===== src/sv/mssync_pkg.sv =====
// ----------------------------------------------------------------------------
// mssync_pkg
// Shared widths and constants of the multi-stream time synchroniser.
// ----------------------------------------------------------------------------
package mssync_pkg;

  localparam int TIME_W = 31;
  localparam int PORT_TAG_W = 16;
  localparam int SID_W = 2;
  localparam int CNT_W = 3;
  localparam logic [TIME_W-1:0] TIME_MAX = 31'h7FFF_FFFF;

endpackage


===== src/sv/mssync_ram.sv =====
// ----------------------------------------------------------------------------
// mssync_ram
// Generic single-port-write, single-port-read RAM with registered read data.
// ----------------------------------------------------------------------------
module mssync_ram #(
  parameter int WIDTH = 8,
  parameter int DEPTH = 16
) (
  input  logic                     clk,
  input  logic                     we,
  input  logic [$clog2(DEPTH)-1:0] waddr,
  input  logic [WIDTH-1:0]         wdata,
  input  logic                     re,
  input  logic [$clog2(DEPTH)-1:0] raddr,
  output logic [WIDTH-1:0]         rdata
);

  logic [WIDTH-1:0] mem [DEPTH];

  always_ff @(posedge clk) begin
    if (we) begin
      mem[waddr] <= wdata;
    end
    if (re) begin
      rdata <= mem[raddr];
    end
  end

endmodule


===== src/sv/multi_stream_time_synchronizer_unit.sv =====
// ----------------------------------------------------------------------------
// multi_stream_time_synchronizer_unit
// Buffers time-stamped tuples per stream in one RAM and releases them in
// event-time order whenever the streams holding a tuple match the stream count.
// ----------------------------------------------------------------------------
//
//  Channel  Direction  Contents
//  in_*     slave      one tuple: stream id, event time, tag
//  out_*    master     released, passed or dropped tuple; tlast ends a burst
//  cfg_*    write-only stream_count register
//
// Each stream's buffer is a circular region of the RAM with a head pointer
// and a fill count held in flip-flops. A sorted insert walks the buffer from
// its tail, reading and comparing each entry it moves. A release round first
// visits every stream to find the smallest head time, then visits them again
// and releases, stream by stream, every head tuple equal to that time. A
// tuple passed straight out or dropped never enters the RAM. Reset is
// synchronous and clears all control state; the RAM needs no clearing, as
// only entries below a stream's fill are read. A stalled output holds the
// whole sequencer, and one further result may wait in a staging register
// so that tlast can be set on the final one.
module multi_stream_time_synchronizer_unit
  import mssync_pkg::*;
#(
  parameter int STREAMS = 4,
  parameter int BUFFER_DEPTH = 8,
  parameter int TAG_BITS = 16
) (
  input  logic        clk,
  input  logic        rst_n,
  input  logic        in_tvalid,
  output logic        in_tready,
  input  logic [55:0] in_tdata,   // stream_id, event_time, tuple_tag, zero fill
  output logic        out_tvalid,
  input  logic        out_tready,
  output logic [55:0] out_tdata,  // out_stream, out_time, out_tag, zero fill
  output logic        out_tuser,  // dropped
  output logic        out_tlast,
  input  logic        cfg_wr_en,
  input  logic [2:0]  cfg_wr_data
);

  localparam int TW = (TAG_BITS < PORT_TAG_W) ? TAG_BITS : PORT_TAG_W;
  localparam int SIW = $clog2(STREAMS);
  localparam int SW = (BUFFER_DEPTH > 1) ? $clog2(BUFFER_DEPTH) : 1;
  localparam int FW = $clog2(BUFFER_DEPTH + 1);
  localparam int AW = $clog2(STREAMS * BUFFER_DEPTH);
  localparam int ACW = $clog2(STREAMS + 1);
  localparam int EW = TIME_W + TW;

  typedef enum logic [3:0] {
    S_IDLE, S_DECIDE, S_INS_RD, S_INS_CMP, S_CHK,
    S_MIN_RD, S_MIN_CMP, S_REL_RD, S_REL_CMP, S_FLUSH
  } state_t;

  state_t state_r;

  logic [SID_W-1:0]  sid_r;
  logic [TIME_W-1:0] time_r;
  logic [TW-1:0]     tag_r;
  logic [SIW-1:0]    cur_r;
  logic [FW-1:0]     j_r;
  logic [TIME_W-1:0] min_r;
  logic [TIME_W-1:0] sync_r;
  logic [ACW-1:0]    active_r;
  logic [CNT_W-1:0]  count_r;
  logic [FW-1:0]     fill_r [STREAMS];
  logic [SW-1:0]     head_r [STREAMS];

  logic              pend_valid_r;
  logic [SIW-1:0]    pend_sid_r;
  logic [EW-1:0]     pend_ent_r;

  logic              out_valid_r;
  logic [55:0]       out_data_r;
  logic              out_drop_r;
  logic              out_last_r;

  logic              ram_we, ram_re;
  logic [AW-1:0]     ram_waddr, ram_raddr;
  logic [EW-1:0]     ram_wdata, ram_rdata;
  logic [TIME_W-1:0] rd_time;
  logic [FW-1:0]     cur_fill;
  logic [SW-1:0]     cur_head;
  logic              out_free;
  logic              bad_sid;
  logic              last_stream;
  logic [STREAMS-1:0] nonempty;

  // Slot arithmetic: head plus offset wraps at most once.
  function automatic logic [SW-1:0] slot_of(input logic [SW-1:0] h,
                                            input logic [FW-1:0] off);
    logic [SW+FW:0] sum;
    sum = (SW+FW+1)'(h) + (SW+FW+1)'(off);
    if (sum >= (SW+FW+1)'(BUFFER_DEPTH)) begin
      sum = sum - (SW+FW+1)'(BUFFER_DEPTH);
    end
    return SW'(sum);
  endfunction

  function automatic logic [AW-1:0] addr_of(input logic [SIW-1:0] s,
                                            input logic [SW-1:0] slot);
    return AW'(32'(s) * BUFFER_DEPTH + 32'(slot));
  endfunction

  function automatic logic [55:0] pack_out(input logic [SIW-1:0] s,
                                           input logic [EW-1:0] e);
    return {7'd0, PORT_TAG_W'(e[TW-1:0]), e[EW-1:TW], SID_W'(s)};
  endfunction

  assign cur_fill    = fill_r[cur_r];
  assign cur_head    = head_r[cur_r];
  assign rd_time     = ram_rdata[EW-1:TW];
  assign out_free    = !out_valid_r || out_tready;
  assign bad_sid     = 32'(sid_r) >= 32'(STREAMS);
  assign last_stream = cur_r == SIW'(STREAMS - 1);

  assign in_tready  = state_r == S_IDLE;
  assign out_tvalid = out_valid_r;
  assign out_tdata  = out_data_r;
  assign out_tuser  = out_drop_r;
  assign out_tlast  = out_last_r;

  always_comb begin
    for (int i = 0; i < STREAMS; i++) begin
      nonempty[i] = fill_r[i] != '0;
    end
  end

  // RAM access: inserts shift entries towards the tail, scans read heads.
  always_comb begin
    ram_we    = 1'b0;
    ram_waddr = addr_of(cur_r, slot_of(cur_head, j_r));
    ram_wdata = {time_r, tag_r};
    ram_re    = 1'b0;
    ram_raddr = addr_of(cur_r, cur_head);
    case (state_r)
      S_INS_RD: begin
        if (j_r == '0) begin
          ram_we = 1'b1;
        end else begin
          ram_re    = 1'b1;
          ram_raddr = addr_of(cur_r, slot_of(cur_head, j_r - FW'(1)));
        end
      end
      S_INS_CMP: begin
        ram_we = 1'b1;
        if (rd_time > time_r) begin
          ram_wdata = ram_rdata;
        end
      end
      S_MIN_RD, S_REL_RD: begin
        ram_re = cur_fill != '0;
      end
      default: begin
        ram_re = 1'b0;
      end
    endcase
  end

  mssync_ram #(
    .WIDTH (EW),
    .DEPTH (STREAMS * BUFFER_DEPTH)
  ) u_buf_ram (
    .clk   (clk),
    .we    (ram_we),
    .waddr (ram_waddr),
    .wdata (ram_wdata),
    .re    (ram_re),
    .raddr (ram_raddr),
    .rdata (ram_rdata)
  );

  always_ff @(posedge clk) begin
    if (!rst_n) begin
      state_r      <= S_IDLE;
      sync_r       <= '0;
      active_r     <= '0;
      count_r      <= CNT_W'(4);
      pend_valid_r <= 1'b0;
      out_valid_r  <= 1'b0;
      cur_r        <= '0;
      for (int i = 0; i < STREAMS; i++) begin
        fill_r[i] <= '0;
        head_r[i] <= '0;
      end
    end else begin
      if (cfg_wr_en) begin
        count_r <= cfg_wr_data;
      end
      if (out_tready) begin
        out_valid_r <= 1'b0;
      end
      case (state_r)
        S_IDLE: begin
          if (in_tvalid) begin
            sid_r   <= in_tdata[1:0];
            time_r  <= in_tdata[32:2];
            tag_r   <= in_tdata[33+TW-1:33];
            cur_r   <= SIW'(in_tdata[1:0]);
            state_r <= S_DECIDE;
          end
        end
        S_DECIDE: begin
          if (time_r <= sync_r || bad_sid ||
              cur_fill >= FW'(BUFFER_DEPTH)) begin
            if (out_free) begin
              out_valid_r <= 1'b1;
              out_data_r  <= {7'd0, PORT_TAG_W'(tag_r), time_r, sid_r};
              out_drop_r  <= !(time_r <= sync_r);
              out_last_r  <= 1'b1;
              state_r     <= S_IDLE;
            end
          end else begin
            if (cur_fill == '0) begin
              active_r <= active_r + ACW'(1);
            end
            j_r     <= cur_fill;
            state_r <= S_INS_RD;
          end
        end
        S_INS_RD: begin
          if (j_r == '0) begin
            fill_r[cur_r] <= cur_fill + FW'(1);
            state_r       <= S_CHK;
          end else begin
            state_r <= S_INS_CMP;
          end
        end
        S_INS_CMP: begin
          if (rd_time > time_r) begin
            j_r     <= j_r - FW'(1);
            state_r <= S_INS_RD;
          end else begin
            fill_r[cur_r] <= cur_fill + FW'(1);
            state_r       <= S_CHK;
          end
        end
        S_CHK: begin
          if (32'(active_r) == 32'(count_r)) begin
            min_r   <= TIME_MAX;
            cur_r   <= '0;
            state_r <= S_MIN_RD;
          end else begin
            state_r <= S_FLUSH;
          end
        end
        S_MIN_RD: begin
          if (cur_fill != '0) begin
            state_r <= S_MIN_CMP;
          end else if (last_stream) begin
            sync_r  <= min_r;
            cur_r   <= '0;
            state_r <= S_REL_RD;
          end else begin
            cur_r <= cur_r + SIW'(1);
          end
        end
        S_MIN_CMP: begin
          if (last_stream) begin
            sync_r  <= (rd_time < min_r) ? rd_time : min_r;
            min_r   <= (rd_time < min_r) ? rd_time : min_r;
            cur_r   <= '0;
            state_r <= S_REL_RD;
          end else begin
            if (rd_time < min_r) begin
              min_r <= rd_time;
            end
            cur_r   <= cur_r + SIW'(1);
            state_r <= S_MIN_RD;
          end
        end
        S_REL_RD: begin
          if (cur_fill != '0) begin
            state_r <= S_REL_CMP;
          end else if (last_stream) begin
            state_r <= S_CHK;
          end else begin
            cur_r <= cur_r + SIW'(1);
          end
        end
        S_REL_CMP: begin
          if (rd_time == min_r) begin
            if (!pend_valid_r || out_free) begin
              if (pend_valid_r) begin
                out_valid_r <= 1'b1;
                out_data_r  <= pack_out(pend_sid_r, pend_ent_r);
                out_drop_r  <= 1'b0;
                out_last_r  <= 1'b0;
              end
              pend_valid_r  <= 1'b1;
              pend_sid_r    <= cur_r;
              pend_ent_r    <= ram_rdata;
              head_r[cur_r] <= slot_of(cur_head, FW'(1));
              fill_r[cur_r] <= cur_fill - FW'(1);
              if (cur_fill == FW'(1)) begin
                active_r <= active_r - ACW'(1);
              end
              state_r <= S_REL_RD;
            end
          end else if (last_stream) begin
            state_r <= S_CHK;
          end else begin
            cur_r   <= cur_r + SIW'(1);
            state_r <= S_REL_RD;
          end
        end
        S_FLUSH: begin
          if (!pend_valid_r) begin
            state_r <= S_IDLE;
          end else if (out_free) begin
            out_valid_r  <= 1'b1;
            out_data_r   <= pack_out(pend_sid_r, pend_ent_r);
            out_drop_r   <= 1'b0;
            out_last_r   <= 1'b1;
            pend_valid_r <= 1'b0;
            state_r      <= S_IDLE;
          end
        end
        default: begin
          state_r <= S_IDLE;
        end
      endcase
    end
  end

  // A new tuple is only taken once the staged result has gone out.
  a_idle_no_pending: assert property (@(posedge clk) disable iff (!rst_n)
    state_r == S_IDLE |-> !pend_valid_r)
    else $error("staged result left behind on return to idle");

  // Between tuples the active count matches the non-empty buffers.
  a_active_count: assert property (@(posedge clk) disable iff (!rst_n)
    state_r == S_IDLE |-> 32'(active_r) == $countones(nonempty))
    else $error("active stream count out of step with buffer fills");

  // A rejected tuple is always a burst of its own.
  a_drop_is_last: assert property (@(posedge clk) disable iff (!rst_n)
    out_valid_r && out_drop_r |-> out_last_r)
    else $error("dropped tuple without tlast");

  // A staged tuple never lies beyond the sync time; a later round may have
  // moved the sync time on while it waits.
  a_release_time: assert property (@(posedge clk) disable iff (!rst_n)
    pend_valid_r |-> pend_ent_r[EW-1:TW] <= sync_r)
    else $error("staged tuple time lies beyond sync time");

endmodule


===== config.mk =====
export PLATFORM = sky130hd
export DESIGN_NAME = multi_stream_time_synchronizer_unit
export DESIGN_NICKNAME = d
export VERILOG_FILES = /design/src/sv/mssync_pkg.sv /design/src/sv/mssync_ram.sv /design/src/sv/multi_stream_time_synchronizer_unit.sv
export SDC_FILE = /design/constraint.sdc
export NUM_CORES = 2
export LEC_CHECK = 0
export ABC_AREA = 1
export BUFFER_PORTS_ARGS = -buffer_cell sky130_fd_sc_hd__clkbuf_2
export CAP_MARGIN = 10
export CORE_AREA = 3 3 386 388
export CTS_CLUSTER_SIZE = 40
export DETAILED_ROUTE_END_ITERATION = 10
export DIE_AREA = 0 0 389 391
export PLACE_DENSITY_LB_ADDON = 0.08
export SYNTH_ARGS = -nofsm -noshare
export SYNTH_HDL_FRONTEND = slang
export SYNTH_SLANG_ARGS = --single-unit

===== constraint.sdc =====
create_clock -name clk -period 5.4 [get_ports clk]
set_input_delay 0.54 -clock clk [delete_from_list [all_inputs] [get_ports clk]]
set_output_delay 0.54 -clock clk [all_outputs]
set_load 0.05 [all_outputs]

; After elaboration in Yosys (flattened, before gate mapping)
; Memory sizes are Yosys's and may differ from the RTL's. A register that Yosys moved wholly into a read port is not among the register bits.
; Index checks and enable logic that the tools add are counted.
[op_classes]
n_bitwise = 2
add_sub_neg = 15
reduce_logical = 31
muxes = 117
eq_ne = 34
order_cmp = 7
[op_table]
columns = op, n
row1 = $mux 56, 7
row2 = $pmux 56 s3, 1
row3 = $mux 31, 5
row4 = $pmux 31 s2, 2
row5 = $mux 47, 2
row6 = $mux 4, 16
row7 = $mux 3, 17
row8 = $mux 1, 40
row9 = $pmux 4 s10, 1
row10 = $ne 2x2->1 const B, 18
row11 = $eq 31x31->1, 1
row12 = $gt 31x31->1, 1
row13 = $le 31x31->1, 1
row14 = $lt 31x31->1, 1
row15 = $mux 2, 15
row16 = $eq 4x3->1 const B, 4
row17 = $reduce_and 4->1, 4
row18 = $add 5x3->5, 3
row19 = $logic_not 4->1, 3
row20 = $pmux 2 s6, 1
row21 = $reduce_and 6->1, 2
row22 = $sub 3x1->3 const B, 4
row23 = $add 3x4->5, 2
row24 = $ge 5x4->1 const B, 2
row25 = 30 further kinds, 53
[totals]
ff_bits = 236
in_bits = 64
output_inout_bits = 60
elab_cells = 226
ram_bits = 1532
n_memories = 3
[mem_list]
columns = memory, words, width, read_ports, rd_clocked_by_memory_dff, write_ports, line_no
row1 = u_buf_ram.mem, 32, 47, 1, 1, 1, mssync_ram.sv:18  ; logic [WIDTH-1:0] mem [DEPTH];
row2 = fill_r, 4, 4, 1, 1, 4, multi_stream_time_synchronizer_unit.sv:67  ; logic [FW-1:0] fill_r [STREAMS];
row3 = head_r, 4, 3, 1, 1, 4, multi_stream_time_synchronizer_unit.sv:68  ; logic [SW-1:0] head_r [STREAMS];

; Longest topological paths before layout
[logic_depth]
depth_word = 11
mapped_depth = 22
mapped_depth_nobuf = 18

; Hierarchy
; A second synthesis with hierarchy kept.
[hier_totals]
hier_cells = 6732
hier_area_um2 = 76002.9
[modules_own_cells]
columns = mod, n_inst, area_per_inst_um2, seq_area_each_um2, cells_per_inst
row1 = mssync_ram, 1, 62040.8, 46574.7, 5170
row2 = multi_stream_time_synchronizer_unit, 1, 13962.1, 7307.0, 1562

; Least setup slack after synthesis
; OpenSTA, ideal clock, no wires.
[synth_timing]
kind = input -> register
from = input rst_n
to = register min_r[0], enable pin
stages = 3
path_buffers = 1
required_time_ps = 4903
arrival_ps = 4127
setup_slack_ps = 776
setup_ps = 497
path_cell_list = clkbuf_1 -> clkinv_1 -> nor4_1
[synth_via]
elab_chain_len = 1
[synth_lines]
columns = element, line_no
row1 = start: declaration, multi_stream_time_synchronizer_unit.sv:30  ; input logic rst_n,
row2 = $reduce_and 3->1 (no source line), n/a
row3 = end signal: assignment, multi_stream_time_synchronizer_unit.sv:262  ; min_r <= (rd_time < min_r) ? rd_time : min_r;
row4 = end signal: assignment, multi_stream_time_synchronizer_unit.sv:267  ; min_r <= rd_time;
row5 = end: declaration, multi_stream_time_synchronizer_unit.sv:63  ; logic [TIME_W-1:0] min_r;
; Every way passes these cells.
; A chain may end at the register's enable or synchronous reset.

==> results.py <==
metrics = {
    "status": {
        "status": "complete, no violations",
    },
    "detailed_routing": {
        "first_pass_iters": 8,
        "drt-initial-drc-count": 5451,
        "wl_per_cell_um": 21.85,
        "num_vias": 54630,
        "via_per_inst": 5.471,
        "drc": 0,
        "antenna_left": 0,
        "routed_wl_mm": 218.1,
    },
    "setup_path": {
        "start_kind": "flip-flop",
        "cp_common_cell": "nand2_1",
        "crit_family": "buffers and inverters",
        "worstRegToRegCells": 18,
        "worst-path-max-fanout": 67,
        "r2r-end": "u_buf_ram.rdata[33]",
        "worst-path-buf-inv": 6,
        "end_kind": "flip-flop",
        "rrSetupSlack_ns": 0.82,
        "critical-path-slowest-cell": "inv_8",
        "cp_data_required_time_ns": 5.96,
        "critPathMaxStageDelay_ns": 0.53,
        "cp_data_arrival_time_ns": 5.13,
        "crit_chain": "buf_4 > nor2_1 > o21ai_1 > inv_1 > ha_1 > inv_1 > nand2_4 > nand2_8 > inv_8 > buf_4 > buf_4 > nand2_1 > nand3_1 > nand3_1 > nand3_1 > nand2_1 > nand2_1 > nand2_1",
        "path_class": "reg2reg",
    },
    "die": {
        "initial_core_util": 0.5498,
        "die_h_um": 391,
        "core_um2": 145700,
        "dieArea_um2": 152100,
        "num_rows": 140,
        "io_pins": 124,
        "die_x_um": 389,
    },
    "timing": {
        "rsz0062_at_grt": "no",
        "skew_ns": 0.03337,
        "tightest_slew_ns": 1.228,
        "finalSetupTns_ns": 0,
        "fin_crit_ns": 4.575,
        "max_freq_ghz": 0.2186,
        "hold_viol_final": 0,
        "whs_ns": 0.06627,
        "drv_slew": 0,
        "slew_headroom": 0.1811,
        "min_period_over_period": 0.8472,
        "setup_violations": 0,
    },
    "power_and_ir_drop": {
        "p_sw_frac": 0.3086,
        "powerDensity_nw_per_um2": 406.4,
        "p_int_uw": 25400,
        "p_sw_uw": 11340,
        "combPwrFrac": 0.221,
        "irDropWorstVdd_v": 0.0003671,
        "p_leak_uw": 0.03747,
        "pwr-share-clk": 0.347,
        "seq_power_share": 0.432,
    },
    "worst_hold_path": {
        "min_to": "count_r[2]",
        "hp-class": "in2reg",
        "hp-start": "cfg_wr_en",
        "hold_path_depth": 4,
    },
    "clock_network": {
        "cts.sinks": 1810,
        "numCtsBuffers": 185,
        "cts_root_buffer": "clkbuf_16",
        "ctsHtreeMaxLevel": 4,
        "insertion_delay_ns": 0.83,
        "cts_tree": "built",
        "clk_pin_slew_worst_paths_ns": 0.06,
        "clock_path_buffers": 3,
    },
    "layout": {
        "syn2layout_area_growth_pct": 12.83,
        "layout-drive-gt1-share": 0.08369,
        "nFillCells": 11560,
        "final_nets": 8085,
    },
    "placement": {
        "routabilityCongestion": 0.8740,
        "hpwl_mm": 118.4,
        "port_buffers": 109,
    },
    "synthesis": {
        "ys.flop_type": "edfxtp_1",
        "synth.avg_cell_area_um2": 10.34,
        "synth_cells": 7748,
        "synthTopCellsByCount": "nand2_1 (2172), edfxtp_1 (1763), inv_1 (1353)",
        "yosysTopAreaCell": "edfxtp_1",
        "synth_seq_cells": 1810,
        "yosys_warnings": 0,
        "seq_area_frac_synth": 0.6725,
        "synth_area_um2": 80120,
        "synth_edf_count": 1763,
        "yosysUniqueCellTypes": 45,
        "synth_top_area_frac": 0.6607,
        "async_flop_share": 0,
        "post-synth-top-count-cell": "nand2_1",
        "yosys-top-cells-area": "edfxtp_1 (66%), nand2_1 (10%), nand3_1 (7.1%)",
    },
    "global_route": {
        "overflow": 0,
        "grt_max_degree": 170,
        "track_usage": 0.2871,
        "grt_pass1_vias": 51940,
        "antenna_found_initial": 0,
        "grt_pass1_wl_mm": 325.5,
    },
    "job": {
        "max_cap_violations": 0,
    },
}
-- worst register-to-register path, stage by stage, from the launching register on --
cell and delay [ns]:
dfxtp_1 0.50, buf_4 0.23, nor2_1 0.06, o21ai_1 0.29
inv_1 0.23, ha_1 0.43, inv_1 0.13, nand2_4 0.35
nand2_8 0.31, inv_8 0.58, buf_4 0.33, buf_4 0.31
nand2_1 0.09, nand3_1 0.08, nand3_1 0.09, nand3_1 0.11
nand2_1 0.09, nand2_1 0.07, nand2_1 0.05
-- power groups by stage --
stage	registers [uW]	clock network (uW)	logic, uW
floorplan	16200	0	5540
global placement	16200	0	7910
detailed placement	16200	0	8000
CTS	15900	12900	8080
global route	15900	13500	9010
finish	15900	12700	8120
-- logic make-up after synthesis --
group,after synthesis,share of synthesized area
AND/OR/NAND/NOR,3546,0.1881
flip-flops,1810,0.6725
buffers and inverters,1758,0.08806
AO/OA/AOI/OAI,510,0.03242
adder cells (fa/ha/maj),109,0.01730
XOR/XNOR,14,0.001624
other,1,0.00004680
-- worst max-delay path by stage --
stage,from,to,depth (start not counted)
6_report,flip-flop,u_buf_ram.rdata[33],18
2_1_floorplan,rst_n,min_r[0],3
5_1_grt,flip-flop,u_buf_ram.rdata[29],19
3_5_place_dp,flip-flop,u_buf_ram.rdata[33],18
4_1_cts,flip-flop,u_buf_ram.rdata[33],18
3_3_place_gp,flip-flop,u_buf_ram.rdata[33],18
-- final cells by class --
| type | count | area, um2 | share of cell area |
|---|---|---|---|
| clock inverters | 98 | 1084 | 0.01199 |
| flip-flops and latches | 1810 | 53890 | 0.5961 |
| multi-input cells | 4186 | 19730 | 0.2182 |
| well taps | 1917 | 2399 | 0.02653 |
| clock buffers | 242 | 4938 | 0.05463 |
| diodes | 2 | 5.005 | 0.00005536 |
| inverters | 1370 | 5165 | 0.05713 |
| repair buffers | 359 | 3201 | 0.03540 |
-- layout by cell type (no fill, tap or decap), drive strengths merged, types with 7 or more instances in the layout --
cell type       n
dfxtp          47
clkbuf        351
ha            106
dlygate4sd3    55
xor2           11
nand2        2175
inv          1372
bufinv         19
o21ai         385
edfxtp       1763
buf           195
nor2          129
nand3b         49
clkinv         73
nor3           21
nand3        1143
nand4          22
conb            7
a21oi         110
-- repair_timing --
action	4_1_cts	5_1_grt
resized for setup	0	0
endpoints found under the hold margin	52	0
setup buffers	0	0
hold buffers	55	0
-- metal layers --
metal	GRT usage	up-vias	wire, um
li1	-	25740	-
met3	0.04342	420	17080
met4	0.09354	0	6950
met1	0.3866	26320	89640
met5	0	-	0
met2	0.4820	2144	104500
-- through the flow --
stage	power [uW]	std cells	area, um2	setup slack [ns]	utilization
after floorplan	21730	7754	80150	0.7763	-
after CTS	36880	9975	90300	0.8370	0.6196
after global routing	38380	9982	90400	0.5248	0.6203
after global placement	24090	9579	83700	0.9106	0.5743
final	36740	9984	90410	0.8249	0.6203
after detailed placement	24180	9580	83720	0.8508	0.5745
-- sequential cells by signal, indices dropped and copies added, names as in the netlist, named ones only --
| signal | count |
|---|---|
| u_buf_ram.mem | 1504 |
| out_tdata | 49 |
| pend_ent_r | 47 |
| u_buf_ram.rdata | 47 |
| min_r | 31 |
| sync_r | 31 |
| time_r | 31 |
| fill_r | 16 |
| tag_r | 16 |
| head_r | 12 |
| j_r | 4 |
| state_r | 4 |
| active_r | 3 |
| count_r | 3 |
| cur_r | 2 |
| pend_sid_r | 2 |
| sid_r | 2 |
| out_tlast | 1 |
| out_tuser | 1 |
| out_tvalid | 1 |
| pend_valid_r | 1 |
Note: power is estimated with default switching activity, not from simulation.
